<file path="config.mk">
export PLATFORM = sky130hd
export DESIGN_NAME = first_fit_segment_allocator
export DESIGN_NICKNAME = d
export VERILOG_FILES = /design/src/rtl/ffsa_pkg.sv /design/src/rtl/ffsa_dp.sv /design/src/rtl/ffsa_ctrl.sv /design/src/rtl/first_fit_segment_allocator.sv
export SDC_FILE = /design/constraint.sdc
export NUM_CORES = 2
export LEC_CHECK = 0
export BUFFER_PORTS_ARGS = -buffer_cell sky130_fd_sc_hd__buf_2
export CELL_PAD_IN_SITES_DETAIL_PLACEMENT = 0
export CELL_PAD_IN_SITES_GLOBAL_PLACEMENT = 2
export CORE_MARGIN = 1.5
export CORE_UTILIZATION = 40
export CTS_CLUSTER_DIAMETER = 100
export DETAILED_ROUTE_END_ITERATION = 10
export GPL_ROUTABILITY_DRIVEN = 0
export PLACE_DENSITY_LB_ADDON = 0.1
export RECOVER_POWER = 50
export SLEW_MARGIN = 40
export SYNTH_ARGS = -nofsm -noshare
export SYNTH_HDL_FRONTEND = slang
export SYNTH_SLANG_ARGS = --single-unit
</file>
<file path="constraint.sdc">
create_clock -name i_clk -period 9.1 [get_ports i_clk]
set_clock_uncertainty 0.15 [all_clocks]
set_input_delay 1.82 -clock i_clk [delete_from_list [all_inputs] [get_ports i_clk]]
set_output_delay 1.82 -clock i_clk [all_outputs]
set_load 0.05 [all_outputs]
</file>
<file path="src/rtl/ffsa_pkg.sv">
// Shared types and constants for the first-fit segment allocator.
// Used by ffsa_ctrl, ffsa_dp and first_fit_segment_allocator; depends on nothing.
package ffsa_pkg;

    localparam int HEAP_BYTES   = 65536;
    localparam int MAX_SEGMENTS = 64;
    localparam int OFF_W        = 16;
    localparam int SIZE_W       = 17;
    localparam int IDX_W        = $clog2(MAX_SEGMENTS);
    localparam int CNT_W        = $clog2(MAX_SEGMENTS + 1);

    localparam logic MODE_ALLOC = 1'b0;
    localparam logic MODE_FREE  = 1'b1;

    typedef enum logic [1:0] {
        ST_DONE = 2'd0,
        ST_FAIL = 2'd1,
        ST_FULL = 2'd2
    } t_status;

    typedef struct packed {
        logic [OFF_W-1:0]  off;
        logic [SIZE_W-1:0] size;
        logic              used;
    } t_seg;

    typedef enum logic [2:0] {
        RD_IDX,
        RD_NEXT,
        RD_PREV,
        RD_SP,
        RD_SP1
    } t_rd_sel;

    typedef enum logic [2:0] {
        WR_NONE,
        WR_INIT,
        WR_SHIFT,
        WR_DROP,
        WR_REST,
        WR_GRANT,
        WR_LMERGE,
        WR_FREE
    } t_wr_sel;

    typedef enum logic [4:0] {
        S_INIT,
        S_IDLE,
        S_SCAN_RD,
        S_SCAN_CHK,
        S_A_NB,
        S_A_OPEN,
        S_SH_RD,
        S_SH_WR,
        S_WR_REST,
        S_WR_GRANT,
        S_R_NB,
        S_DR_RD,
        S_DR_WR,
        S_L_START,
        S_L_NB,
        S_WR_FREE,
        S_RESP
    } t_state;

    typedef struct packed {
        logic    load;
        logic    idx_inc;
        logic    take_cur;
        logic    take_nb;
        logic    cur_add;
        logic    sp_top;
        logic    sp_idx;
        logic    sp_idx1;
        logic    sp_inc;
        logic    sp_dec;
        logic    cnt_dec;
        logic    set_res;
        logic    grant;
        t_status res;
        t_rd_sel rd_sel;
        t_wr_sel wr_sel;
    } t_dp_cmd;

    typedef struct packed {
        logic q_used;
        logic size_lt;
        logic size_eq;
        logic off_eq;
        logic has_next;
        logic has_prev;
        logic full;
        logic idx_end;
        logic req_zero;
        logic is_free;
        logic sp_at_idx;
        logic sp_last;
    } t_dp_stat;

endpackage

</file>
<file path="src/rtl/ffsa_dp.sv">
// Datapath of the allocator: segment table memory, scan index, shift pointer,
// entry count and result registers. Depends on ffsa_pkg; driven by ffsa_ctrl.
module ffsa_dp import ffsa_pkg::*; (
    input  logic                i_clk,
    input  logic                i_rst_n,
    input  t_dp_cmd             i_cmd,
    input  logic                i_mode,
    input  logic [SIZE_W-1:0]   i_request_size,
    input  logic [OFF_W-1:0]    i_block_offset,
    output t_dp_stat            o_stat,
    output logic [1:0]          o_status,
    output logic [OFF_W-1:0]    o_granted_offset
);

    t_seg                r_mem [MAX_SEGMENTS];
    t_seg                r_q;
    t_seg                r_cur;
    logic [SIZE_W-1:0]   r_nb_size;
    logic                r_merge;
    logic [CNT_W-1:0]    r_idx;
    logic [CNT_W-1:0]    r_sp;
    logic [CNT_W-1:0]    r_count;
    logic                r_mode;
    logic [SIZE_W-1:0]   r_req;
    logic [OFF_W-1:0]    r_off;
    t_status             r_status;
    logic [OFF_W-1:0]    r_granted;

    logic [CNT_W-1:0]    w_idx_p1;
    logic [CNT_W-1:0]    w_idx_m1;
    logic [CNT_W-1:0]    w_sp_p1;
    logic [CNT_W-1:0]    w_rd_addr;
    logic [CNT_W-1:0]    w_wr_addr;
    logic                w_we;
    t_seg                w_wd;
    logic [SIZE_W-1:0]   w_rest_size;
    logic [OFF_W-1:0]    w_rest_off;

    assign w_idx_p1    = r_idx + 1'b1;
    assign w_idx_m1    = r_idx - 1'b1;
    assign w_sp_p1     = r_sp + 1'b1;
    assign w_rest_size = r_cur.size - r_req;
    assign w_rest_off  = OFF_W'({1'b0, r_cur.off} + r_req);

    always_comb begin
        case (i_cmd.rd_sel)
            RD_IDX:  w_rd_addr = r_idx;
            RD_NEXT: w_rd_addr = w_idx_p1;
            RD_PREV: w_rd_addr = w_idx_m1;
            RD_SP:   w_rd_addr = r_sp;
            RD_SP1:  w_rd_addr = w_sp_p1;
            default: w_rd_addr = r_idx;
        endcase
    end

    always_comb begin
        w_we      = 1'b1;
        w_wr_addr = r_idx;
        w_wd      = r_cur;
        case (i_cmd.wr_sel)
            WR_INIT: begin
                w_wr_addr = '0;
                w_wd      = '{off: '0, size: SIZE_W'(HEAP_BYTES), used: 1'b0};
            end
            WR_SHIFT: begin
                w_wr_addr = w_sp_p1;
                w_wd      = r_q;
            end
            WR_DROP: begin
                w_wr_addr = r_sp;
                w_wd      = r_q;
            end
            WR_REST: begin
                w_wr_addr = w_idx_p1;
                w_wd      = '{off: w_rest_off,
                              size: w_rest_size + (r_merge ? r_nb_size : '0),
                              used: 1'b0};
            end
            WR_GRANT: begin
                w_wd = '{off: r_cur.off, size: r_req, used: 1'b1};
            end
            WR_LMERGE: begin
                w_wr_addr = w_idx_m1;
                w_wd      = '{off: r_q.off, size: r_q.size + r_cur.size, used: 1'b0};
            end
            WR_FREE: begin
                w_wd = '{off: r_cur.off, size: r_cur.size, used: 1'b0};
            end
            default: begin
                w_we = 1'b0;
            end
        endcase
    end

    // Table memory: one write and one registered read per cycle.
    always_ff @(posedge i_clk) begin
        if (w_we) begin
            r_mem[w_wr_addr[IDX_W-1:0]] <= w_wd;
        end
        r_q <= r_mem[w_rd_addr[IDX_W-1:0]];
    end

    always_ff @(posedge i_clk) begin
        if (i_cmd.load) begin
            r_mode <= i_mode;
            r_req  <= i_request_size;
            r_off  <= i_block_offset;
        end
        if (i_cmd.take_cur) begin
            r_cur <= r_q;
        end else if (i_cmd.cur_add) begin
            r_cur.size <= r_cur.size + r_q.size;
        end
        if (i_cmd.take_nb) begin
            r_nb_size <= r_q.size;
        end
        if (i_cmd.load) begin
            r_idx <= '0;
        end else if (i_cmd.idx_inc) begin
            r_idx <= w_idx_p1;
        end
        if (i_cmd.sp_top) begin
            r_sp <= r_count - 1'b1;
        end else if (i_cmd.sp_idx) begin
            r_sp <= r_idx;
        end else if (i_cmd.sp_idx1) begin
            r_sp <= w_idx_p1;
        end else if (i_cmd.sp_inc) begin
            r_sp <= w_sp_p1;
        end else if (i_cmd.sp_dec) begin
            r_sp <= r_sp - 1'b1;
        end
    end

    always_ff @(posedge i_clk) begin
        if (!i_rst_n) begin
            r_count   <= CNT_W'(1);
            r_merge   <= 1'b0;
            r_status  <= ST_DONE;
            r_granted <= '0;
        end else begin
            if (i_cmd.wr_sel == WR_INIT) begin
                r_count <= CNT_W'(1);
            end else if (i_cmd.wr_sel == WR_REST && !r_merge) begin
                r_count <= r_count + 1'b1;
            end else if (i_cmd.cnt_dec) begin
                r_count <= r_count - 1'b1;
            end
            if (i_cmd.load || i_cmd.sp_top) begin
                r_merge <= 1'b0;
            end else if (i_cmd.take_nb) begin
                r_merge <= 1'b1;
            end
            if (i_cmd.set_res) begin
                r_status  <= i_cmd.res;
                r_granted <= i_cmd.grant ? r_cur.off : '0;
            end
        end
    end

    always_comb begin
        o_stat.q_used    = r_q.used;
        o_stat.size_lt   = r_q.size < r_req;
        o_stat.size_eq   = r_q.size == r_req;
        o_stat.off_eq    = r_q.off == r_off;
        o_stat.has_next  = w_idx_p1 < r_count;
        o_stat.has_prev  = r_idx != '0;
        o_stat.full      = r_count == CNT_W'(MAX_SEGMENTS);
        o_stat.idx_end   = r_idx >= r_count;
        o_stat.req_zero  = r_req == '0;
        o_stat.is_free   = r_mode == MODE_FREE;
        o_stat.sp_at_idx = r_sp == r_idx;
        o_stat.sp_last   = w_sp_p1 >= r_count;
    end

    assign o_status         = r_status;
    assign o_granted_offset = r_granted;

`ifndef ASSERT_OFF
    a_cnt_range: assert property (@(posedge i_clk) disable iff (!i_rst_n)
        (r_count != '0) && (r_count <= CNT_W'(MAX_SEGMENTS)))
        else $error("segment count out of range");

    a_cnt_step: assert property (@(posedge i_clk) disable iff (!i_rst_n)
        $past(i_rst_n) |-> (r_count == $past(r_count)) ||
                           (r_count == $past(r_count) + 1'b1) ||
                           (r_count == $past(r_count) - 1'b1))
        else $error("segment count moved by more than one");

    a_grant_zero: assert property (@(posedge i_clk) disable iff (!i_rst_n)
        (r_status != ST_DONE) |-> (r_granted == '0))
        else $error("granted offset set on a failed request");
`endif

endmodule

</file>
<file path="src/rtl/ffsa_ctrl.sv">
// Controller state machine of the allocator: sequences scan, table shifts,
// merges and the result handshake. Depends on ffsa_pkg; commands ffsa_dp.
module ffsa_ctrl import ffsa_pkg::*; (
    input  logic     i_clk,
    input  logic     i_rst_n,
    input  logic     i_valid,
    output logic     o_stall,
    output logic     o_valid,
    input  logic     i_stall,
    input  t_dp_stat i_stat,
    output t_dp_cmd  o_cmd
);

    t_state r_state;
    t_state n_state;
    logic   r_left;
    logic   n_left;

    always_ff @(posedge i_clk) begin
        if (!i_rst_n) begin
            r_state <= S_INIT;
            r_left  <= 1'b0;
        end else begin
            r_state <= n_state;
            r_left  <= n_left;
        end
    end

    always_comb begin
        n_state = r_state;
        case (r_state)
            S_INIT: n_state = S_IDLE;
            S_IDLE: begin
                if (i_valid) n_state = S_SCAN_RD;
            end
            S_SCAN_RD: begin
                if ((!i_stat.is_free && i_stat.req_zero) || i_stat.idx_end) begin
                    n_state = S_RESP;
                end else begin
                    n_state = S_SCAN_CHK;
                end
            end
            S_SCAN_CHK: begin
                if (i_stat.is_free) begin
                    if (!i_stat.off_eq)       n_state = S_SCAN_RD;
                    else if (i_stat.has_next) n_state = S_R_NB;
                    else                      n_state = S_L_START;
                end else begin
                    if (i_stat.q_used || i_stat.size_lt) n_state = S_SCAN_RD;
                    else if (i_stat.size_eq)             n_state = S_WR_GRANT;
                    else if (i_stat.has_next)            n_state = S_A_NB;
                    else                                 n_state = S_A_OPEN;
                end
            end
            S_A_NB:     n_state = i_stat.q_used ? S_A_OPEN : S_WR_REST;
            S_A_OPEN:   n_state = i_stat.full ? S_RESP : S_SH_RD;
            S_SH_RD:    n_state = i_stat.sp_at_idx ? S_WR_REST : S_SH_WR;
            S_SH_WR:    n_state = S_SH_RD;
            S_WR_REST:  n_state = S_WR_GRANT;
            S_WR_GRANT: n_state = S_RESP;
            S_R_NB:     n_state = i_stat.q_used ? S_L_START : S_DR_RD;
            S_DR_RD: begin
                if (!i_stat.sp_last) n_state = S_DR_WR;
                else if (r_left)     n_state = S_RESP;
                else                 n_state = S_L_START;
            end
            S_DR_WR:    n_state = S_DR_RD;
            S_L_START:  n_state = i_stat.has_prev ? S_L_NB : S_WR_FREE;
            S_L_NB:     n_state = i_stat.q_used ? S_WR_FREE : S_DR_RD;
            S_WR_FREE:  n_state = S_RESP;
            S_RESP: begin
                if (!i_stall) n_state = S_IDLE;
            end
            default:    n_state = S_INIT;
        endcase
    end

    always_comb begin
        o_cmd  = '0;
        n_left = r_left;
        case (r_state)
            S_INIT: o_cmd.wr_sel = WR_INIT;
            S_IDLE: o_cmd.load = i_valid;
            S_SCAN_RD: begin
                if ((!i_stat.is_free && i_stat.req_zero) || i_stat.idx_end) begin
                    o_cmd.set_res = 1'b1;
                    o_cmd.res     = ST_FAIL;
                end else begin
                    o_cmd.rd_sel = RD_IDX;
                end
            end
            S_SCAN_CHK: begin
                o_cmd.take_cur = 1'b1;
                if (i_stat.is_free) begin
                    if (!i_stat.off_eq)       o_cmd.idx_inc = 1'b1;
                    else if (i_stat.has_next) o_cmd.rd_sel  = RD_NEXT;
                end else begin
                    if (i_stat.q_used || i_stat.size_lt) begin
                        o_cmd.idx_inc = 1'b1;
                    end else if (!i_stat.size_eq && i_stat.has_next) begin
                        o_cmd.rd_sel = RD_NEXT;
                    end
                end
            end
            S_A_NB: o_cmd.take_nb = !i_stat.q_used;
            S_A_OPEN: begin
                if (i_stat.full) begin
                    o_cmd.set_res = 1'b1;
                    o_cmd.res     = ST_FULL;
                end else begin
                    o_cmd.sp_top = 1'b1;
                end
            end
            S_SH_RD: o_cmd.rd_sel = RD_SP;
            S_SH_WR: begin
                o_cmd.wr_sel = WR_SHIFT;
                o_cmd.sp_dec = 1'b1;
            end
            S_WR_REST: o_cmd.wr_sel = WR_REST;
            S_WR_GRANT: begin
                o_cmd.wr_sel  = WR_GRANT;
                o_cmd.set_res = 1'b1;
                o_cmd.res     = ST_DONE;
                o_cmd.grant   = 1'b1;
            end
            S_R_NB: begin
                if (!i_stat.q_used) begin
                    o_cmd.cur_add = 1'b1;
                    o_cmd.sp_idx1 = 1'b1;
                    n_left        = 1'b0;
                end
            end
            S_DR_RD: begin
                if (i_stat.sp_last) begin
                    o_cmd.cnt_dec = 1'b1;
                    o_cmd.set_res = r_left;
                    o_cmd.res     = ST_DONE;
                end else begin
                    o_cmd.rd_sel = RD_SP1;
                end
            end
            S_DR_WR: begin
                o_cmd.wr_sel = WR_DROP;
                o_cmd.sp_inc = 1'b1;
            end
            S_L_START: o_cmd.rd_sel = RD_PREV;
            S_L_NB: begin
                if (!i_stat.q_used) begin
                    o_cmd.wr_sel = WR_LMERGE;
                    o_cmd.sp_idx = 1'b1;
                    n_left       = 1'b1;
                end
            end
            S_WR_FREE: begin
                o_cmd.wr_sel  = WR_FREE;
                o_cmd.set_res = 1'b1;
                o_cmd.res     = ST_DONE;
            end
            default: o_cmd = '0;
        endcase
    end

    assign o_stall = r_state != S_IDLE;
    assign o_valid = r_state == S_RESP;

endmodule

</file>
<file path="src/rtl/first_fit_segment_allocator.sv">
// Top level of the first-fit segment allocator with coalescing.
// Depends on ffsa_pkg, ffsa_ctrl and ffsa_dp.
//
//   Channel | Direction | Handshake          | Payload
//   --------+-----------+--------------------+---------------------------------------
//   request | in        | i_valid / o_stall  | i_mode, i_request_size, i_block_offset
//   result  | out       | o_valid / i_stall  | o_status, o_granted_offset
//
// One item is handled at a time. The table scan handles each segment visited as a memory read,
// then a compare, and each entry moved when a segment is
// inserted or removed is read and then written one entry over.
// After reset the whole-heap free segment is written into entry zero;
// o_stall stays high during it. A result waits in its register while i_stall
// is high, and no new request is taken until it has been delivered.
module first_fit_segment_allocator import ffsa_pkg::*; (
    input  logic                i_clk,
    input  logic                i_rst_n,
    input  logic                i_valid,
    output logic                o_stall,
    input  logic                i_mode,
    input  logic [SIZE_W-1:0]   i_request_size,
    input  logic [OFF_W-1:0]    i_block_offset,
    output logic                o_valid,
    input  logic                i_stall,
    output logic [1:0]          o_status,
    output logic [OFF_W-1:0]    o_granted_offset
);

    t_dp_cmd  w_cmd;
    t_dp_stat w_stat;

    ffsa_ctrl u_ctrl (
        .i_clk   (i_clk),
        .i_rst_n (i_rst_n),
        .i_valid (i_valid),
        .o_stall (o_stall),
        .o_valid (o_valid),
        .i_stall (i_stall),
        .i_stat  (w_stat),
        .o_cmd   (w_cmd)
    );

    ffsa_dp u_dp (
        .i_clk            (i_clk),
        .i_rst_n          (i_rst_n),
        .i_cmd            (w_cmd),
        .i_mode           (i_mode),
        .i_request_size   (i_request_size),
        .i_block_offset   (i_block_offset),
        .o_stat           (w_stat),
        .o_status         (o_status),
        .o_granted_offset (o_granted_offset)
    );

endmodule

</file>
Word level (Yosys, flattened, before mapping)
Memory sizes are Yosys's and may differ from the RTL's. A register that Yosys moved wholly into a read port is not among the register bits. Index checks and enable logic that the tools add are counted.

Add/subtract/negate cells: 10. $mul: 0. Div/mod/pow operators: 0. $lt $le $gt $ge: 4. Equality and inequality tests: 36. Shift-type cells: 0. Multiplexer cells: 69. Bitwise gates (word level): 1. Reduce and logical (&&, ||, !) cells: 24.

Operators by type and width (count): case mux 34 bit (6 select lines) (1); case mux 5 bit (16 select lines) (1); two-way mux 17 bit (3); two-way mux 5 bit (10); two-way mux 7 bit (7); equality test 5 x 4 -> 1 bit (second input constant) (8); adder 17 bit (2); case mux 6 bit (5 select lines) (1); two-way mux 1 bit (27); case mux 6 bit (4 select lines) (1); adder 7 x 1 -> 7 bit (second input constant) (3); two-way mux 3 bit (7); case mux 3 bit (7 select lines) (1); equality test 5 x 3 -> 1 bit (second input constant) (4); equality test 17 bit (1); zero test 17 bit (1); < comparator 17 bit (1); subtractor 17 bit (1); adder 16 bit (1); equality test 16 bit (1); two-way mux 16 bit (1); equality test 3 bit (second input constant) (5); greater-or-equal comparator 7 bit (2); subtractor 7 x 1 -> 7 bit (second input constant) (2); 29 further kinds (52).

Register bits after elaboration: 131. Latch bits: 0. Bits in writable memories: 2176. ROM bits: 0. Input bits: 38. Output and inout bits: 20. Word-level logic and storage cells: 160. Memories kept: 1.

Memories: u_dp.r_mem (words 64, bits a word 34, rd ports 1, clocked after memory_dff 1, write ports 1, RTL line ffsa_dp.sv:15) `t_seg r_mem [MAX_SEGMENTS];`.

Logic depth before layout (Yosys ltp)
Depth after elaboration: 9. Gate-level depth with buffers: 24.

Modules after synthesis
A second synthesis with hierarchy kept.

Cell total of the unflattened synthesis: 7329. Area total of the unflattened synthesis: 97989.0 µm².

By module, submodules not included: ffsa_dp (instances 1, cells an instance 7193, area each 97133.2 µm², sequential area each 69446.6 µm²); ffsa_ctrl (instances 1, cells an instance 136, area each 855.8 µm², sequential area each 120.1 µm²).

Worst setup path before layout
Ideal clock, no wire load.

Path type: register to register. From: register u_dp.r_merge. To: memory u_dp.r_mem[0][15] in the netlist's numbering, data pin. Data arrival time: 5586 ps. Required time: 8231 ps. Path slack: 2645 ps. Stages on the path, launching flop included: 16. Period minus slack after synthesis: 6455 ps. Path through: dfxtp_1 -> clkbuf_1 -> clkbuf_1 -> nand2_1 -> fa_1 -> inv_1 -> ha_1 -> a21oi_1 -> nor2b_1 -> o21a_1 -> o311a_1 -> nor2_1 -> nand2_1 -> nand2_1 -> o211ai_1 -> o31ai_1.

RTL lines: start: declaration (RTL line ffsa_dp.sv:19) `logic r_merge;`; start signal: assignment (RTL line ffsa_dp.sv:138) `r_merge <= 1'b0;`; start signal: assignment (RTL line ffsa_dp.sv:150) `r_merge <= 1'b0;`; start signal: assignment (RTL line ffsa_dp.sv:152) `r_merge <= 1'b1;`; end: declaration (RTL line ffsa_dp.sv:15).

Worst setup path in the final report
From: register u_ctrl.r_state[1]. To: memory u_dp.r_mem[14][8] in the netlist's numbering, enable pin.

Longest elaborated chain between the ends: 7.

RTL lines: start: declaration (RTL line ffsa_ctrl.sv:14) `t_state r_state;`; start signal: assignment (RTL line ffsa_ctrl.sv:24) `r_state <= n_state;`; equality test 5 x 4 -> 1 bit, or another cell as far along (RTL line ffsa_ctrl.sv:81) `case (r_state)`; case mux 3 bit (7 select lines) * (RTL line ffsa_ctrl.sv:81); equality test 3 x 2 -> 1 bit, or another cell as far along (RTL line ffsa_dp.sv:60) `case (i_cmd.wr_sel)`; OR reduction 7 bit (no line); two-way mux 1 bit (RTL line ffsa_dp.sv:60); two-way mux 1 bit (RTL line ffsa_dp.sv:97) `if (w_we) begin`; two-way mux 1 bit (not written as such) (RTL line ffsa_dp.sv:98) `r_mem[w_wr_addr[IDX_W-1:0]] <= w_wd;`.

Every way passes the cells marked *; elsewhere a longest branch is shown, timed or not.

==> run_results.csv <==
group,metric,value,unit
run_status,status,"complete, but fails checks",
run_status,violations,"DRC, capacitance limit, slew limit",
power_and_ir_drop,clkPwrFrac,30.9,%
timing,period_minus_slack,7.95,ns
global_routing,grt_pass1_wl,471000,µm
cts,cts_buffers,276,
synth,ys_seq_elements,2341,
global_routing,antenna_found_initial,20,
cts,cts_sinks,2341,
worst_setup_path,cpPeakStageDelay,2.33,ns
die,die_width,492,µm
synth,synth_top_cell_area_share,71.1,%
power_and_ir_drop,power_switching_share,33.8,%
cts,cts_setup_buffers,0,
detailed_routing,routed_wl,338000,µm
cts,ctsHoldBuffers,0,
cts,clk_latency,0.91,ns
synth,synth_edf_count,2268,
synth,dominantRegCellSynth,"edfxtp_1",
power_and_ir_drop,p_seq_share,42.9,%
synth,ys_top_cells_by_area,"edfxtp_1 (71%), nand2_1 (6.0%), mux2i_1 (3.4%)",
cts,cts.root.buffer_cell,"clkbuf_16",
cts,cts_tree,"yes",
power_and_ir_drop,internal-power,0.0228,W
synth,yosysWarnings,0,
placed_design,dp_cells,10100,
detailed_routing,routedWlPerCell,32.0,µm
cells_and_area,stdcell_count,10600,
power_and_ir_drop,power.total,0.0344,W
detailed_routing,drt_iter0_drc,7194,
synth,synth_area_per_cell,13.7,µm²
worst_setup_path,cp.required,9.38,ns
synth,syn_nets,7148,
detailed_routing,vias,62000,
cts,cts.clk_slew.worst_paths,0.06,ns
timing,hold_viol_final,0,
worst_setup_path,crit_top_cell,"nor2_1",
global_routing,grt_max_degree,122,
detailed_routing,ant_nets,0,
worst_setup_path,cp_cell_sequence,"inv_1, nor2_1, a2111oi_0, clkbuf_1, nand3_1, clkbuf_1, nor2_1, a21oi_1, a221oi_1, nand2b_1, nand3b_1, buf_4, nor2_1, dlygate4sd2_1",
worst_setup_path,worst_setup_path_end_kind,"flip-flop",
die,die_y,492,µm
timing,period_share,87.4,%
die,core,238000,µm²
cells_and_area,final_nets,7344,
timing,fin_setup_tns,0,ns
timing,slew_viol_final,2017,
synth,async_flop_share,0,%
detailed_routing,drtPass1Iterations,11,
timing,relSlewSlack,-150,%
cells_and_area,final.fill_count,21200,
global_routing,track_usage,27.4,%
global_routing,overflow,0,
power_and_ir_drop,comb_power_share,26.3,%
detailed_routing,drc,26,
die,initial_core_util,40.3,%
synth,yosysSeqAreaShare,72.6,%
cts,cts.repair.resized,0,
cells_and_area,area_growth,15.0,%
worst_setup_path,path_max_fanout,34,
synth,syn_inst,7000,
detailed_routing,vias_per_cell,5.86,
timing,fmax,126,MHz
worst_setup_path,start_kind,"flip-flop",
placed_design,dp_hpwl,205000,µm
power_and_ir_drop,ir_drop,244,µV
die,placementRows,179,
worst_setup_path,critPathSlowestCell,"dlygate4sd2_1",
power_and_ir_drop,p_leak,37.6,nW
timing,setup_violations,0,
power_and_ir_drop,power_density,312,nW/µm²
cells_and_area,layout-drive-gt1-share,10.3,%
placed_design,numPortBuffers,57,
die,die-area,242000,µm²
run,drv_cap,41,
timing,rsz0062_at_grt,"no",
hold_path,hp-class,"reg2reg",
worst_setup_path,worstPathArrival,8.23,ns
worst_setup_path,crit_type,"reg2reg",
cts,cts_buffer_depth,4,
synth,synth_cell_types,77,
global_routing,grt_pass1_vias,58500,
synth,yosysTopAreaCell,"edfxtp_1",
synth,syn_area,95800,µm²
die,ios,58,
power_and_ir_drop,p_switching,0.0116,W
timing,tightest_slew,3.75,ns
cts,cts.htree.levels,5,
## Yosys cell counts, types with 10 or more instances
master,number
edfxtp_1,2268
nand2_1,1533
nand3_1,573
mux2i_1,323
clkbuf_1,192
a21oi_1,180
buf_2,176
nor2_1,172
a32oi_1,165
nand4_1,152
inv_1,99
and3_1,93
a31oi_1,92
ha_1,92
o21ai_0,89
xnor2_1,75
dfxtp_1,73
o22ai_1,62
a22oi_1,60
o211ai_1,48
buf_1,37
nor3_1,35
nor2b_1,33
xor2_1,27
a22o_1,26
o2111ai_1,25
or4_1,24
or3_1,23
a211oi_1,21
a21o_1,19
a222oi_1,19
fa_1,18
nand2b_1,18
buf_4,15
a31o_2,11
nor4_1,11
a221oi_1,10
o31ai_1,10
## cells by family (layout without fill, tap and decap cells)
family	Yosys count	count (layout)	share of synthesized area (%)
other cells	0	12	0
xor+xnor	102	102	0.933
simple gates	2697	2697	12.4
compound gates	903	903	6.65
buf+inv	522	914	2.34
fa+ha+maj	110	110	1.58
flops	2341	2341	72.6
mux	325	325	3.40
## final timing paths
path / start / end / slack (ns) / depth (start not counted)
setup / recovery: u_ctrl.r_state[1]$_SDFFE_PN0P_ / u_dp.r_mem[14][8]$_DFFE_PP_ / 1.15 / 14
hold / removal: u_dp.o_status[1]$_SDFFE_PN0P_ / u_dp.o_status[1]$_SDFFE_PN0P_ / 0.37 / 2
setup reg to reg: u_ctrl.r_state[1]$_SDFFE_PN0P_ / u_dp.r_mem[14][8]$_DFFE_PP_ / 1.15 / 14
hold reg to reg: u_dp.o_status[1]$_SDFFE_PN0P_ / u_dp.o_status[1]$_SDFFE_PN0P_ / 0.37 / 2
## critical path, delay by kind of cell (launching register included)
| kind | cells | cell delay (ns) |
|---|---|---|
| buffers and inverters | 5 | 4.40 |
| AND/OR/NAND/NOR | 6 | 1.47 |
| AO/OA/AOI/OAI | 3 | 0.51 |
| flip-flops | 1 | 0.89 |
## cells in the final DEF (no fill, tap or decap), types with 18 or more instances in the layout
cell type,count
edfxtp_1,2268
nand2_1,1522
nand3_1,569
mux2i_1,323
clkbuf_16,284
a21oi_1,174
buf_4,169
a32oi_1,165
nand4_1,152
clkbuf_1,147
nor2_1,118
inv_1,97
and3_1,93
ha_1,92
a31oi_1,90
xnor2_1,75
o21ai_0,74
dfxtp_1,73
o22ai_1,62
a22oi_1,59
nor2_4,51
o211ai_1,48
clkinv_1,43
buf_2,37
clkinv_2,35
nor2b_1,33
nor3_1,31
buf_12,29
xor2_1,27
a22o_1,26
or4_1,24
or3_1,22
o2111ai_1,22
a211oi_1,21
a222oi_1,19
a21o_1,19
nand2b_1,18
fa_1,18
bufinv_16,18
## registers in the layout, indices dropped and copies added, names as in the netlist
| register | cells |
|---|---|
| u_ctrl.r_left | 1 |
| u_ctrl.r_state | 5 |
| u_dp.o_granted_offset | 16 |
| u_dp.o_stat | 1 |
| u_dp.o_status | 2 |
| u_dp.r_count | 7 |
| u_dp.r_cur | 34 |
| u_dp.r_idx | 7 |
| u_dp.r_mem | 2176 |
| u_dp.r_merge | 1 |
| u_dp.r_mode | 1 |
| u_dp.r_nb_size | 17 |
| u_dp.r_off | 16 |
| u_dp.r_q | 33 |
| u_dp.r_req | 17 |
| u_dp.r_sp | 7 |
## per-layer routing
layer  up-vias  wire [µm]  GRT usage [%]
met5         -         16              0
met4         4       7720           6.08
met1     32300     151000           40.3
li1      26800          -              -
met2      2362     153000           42.4
met3       445      25900           4.89
## stage by stage
step / setup slack, ns / cell area [µm²] / hold slack (ns) / utilization [%]
after floorplan: 2.65 / 95800 / 0.256 / -
after global placement: 1.63 / 101000 / 0.343 / 42.5
after detailed placement: 2.06 / 102000 / 0.354 / 42.9
after CTS: 1.98 / 111000 / 0.371 / 46.5
after global routing: 0.860 / 110000 / 0.415 / 46.3
final: 1.15 / 110000 / 0.366 / 46.3
## power groups by stage
stage,sequential (W),combinational [W],clock (W)
2_1_floorplan,0.0145,0.00536,0
3_3_place_gp,0.0147,0.00901,0
3_5_place_dp,0.0147,0.00914,0
4_1_cts,0.0145,0.00917,0.0108
5_1_grt,0.0148,0.00975,0.0112
6_report,0.0147,0.00903,0.0106
## layout make-up
class	count	area, µm²	share of cell area (%)
diodes	12	30.0	0.0273
clock buffers	367	7530	6.84
clock inverters	107	980	0.890
inverters	100	375	0.341
multi-input cells	4137	24800	22.5
flip-flops and latches	2341	69600	63.2
well taps	3167	3960	3.60
repair buffers	340	2900	2.63
(Power assumes the default switching activity.)
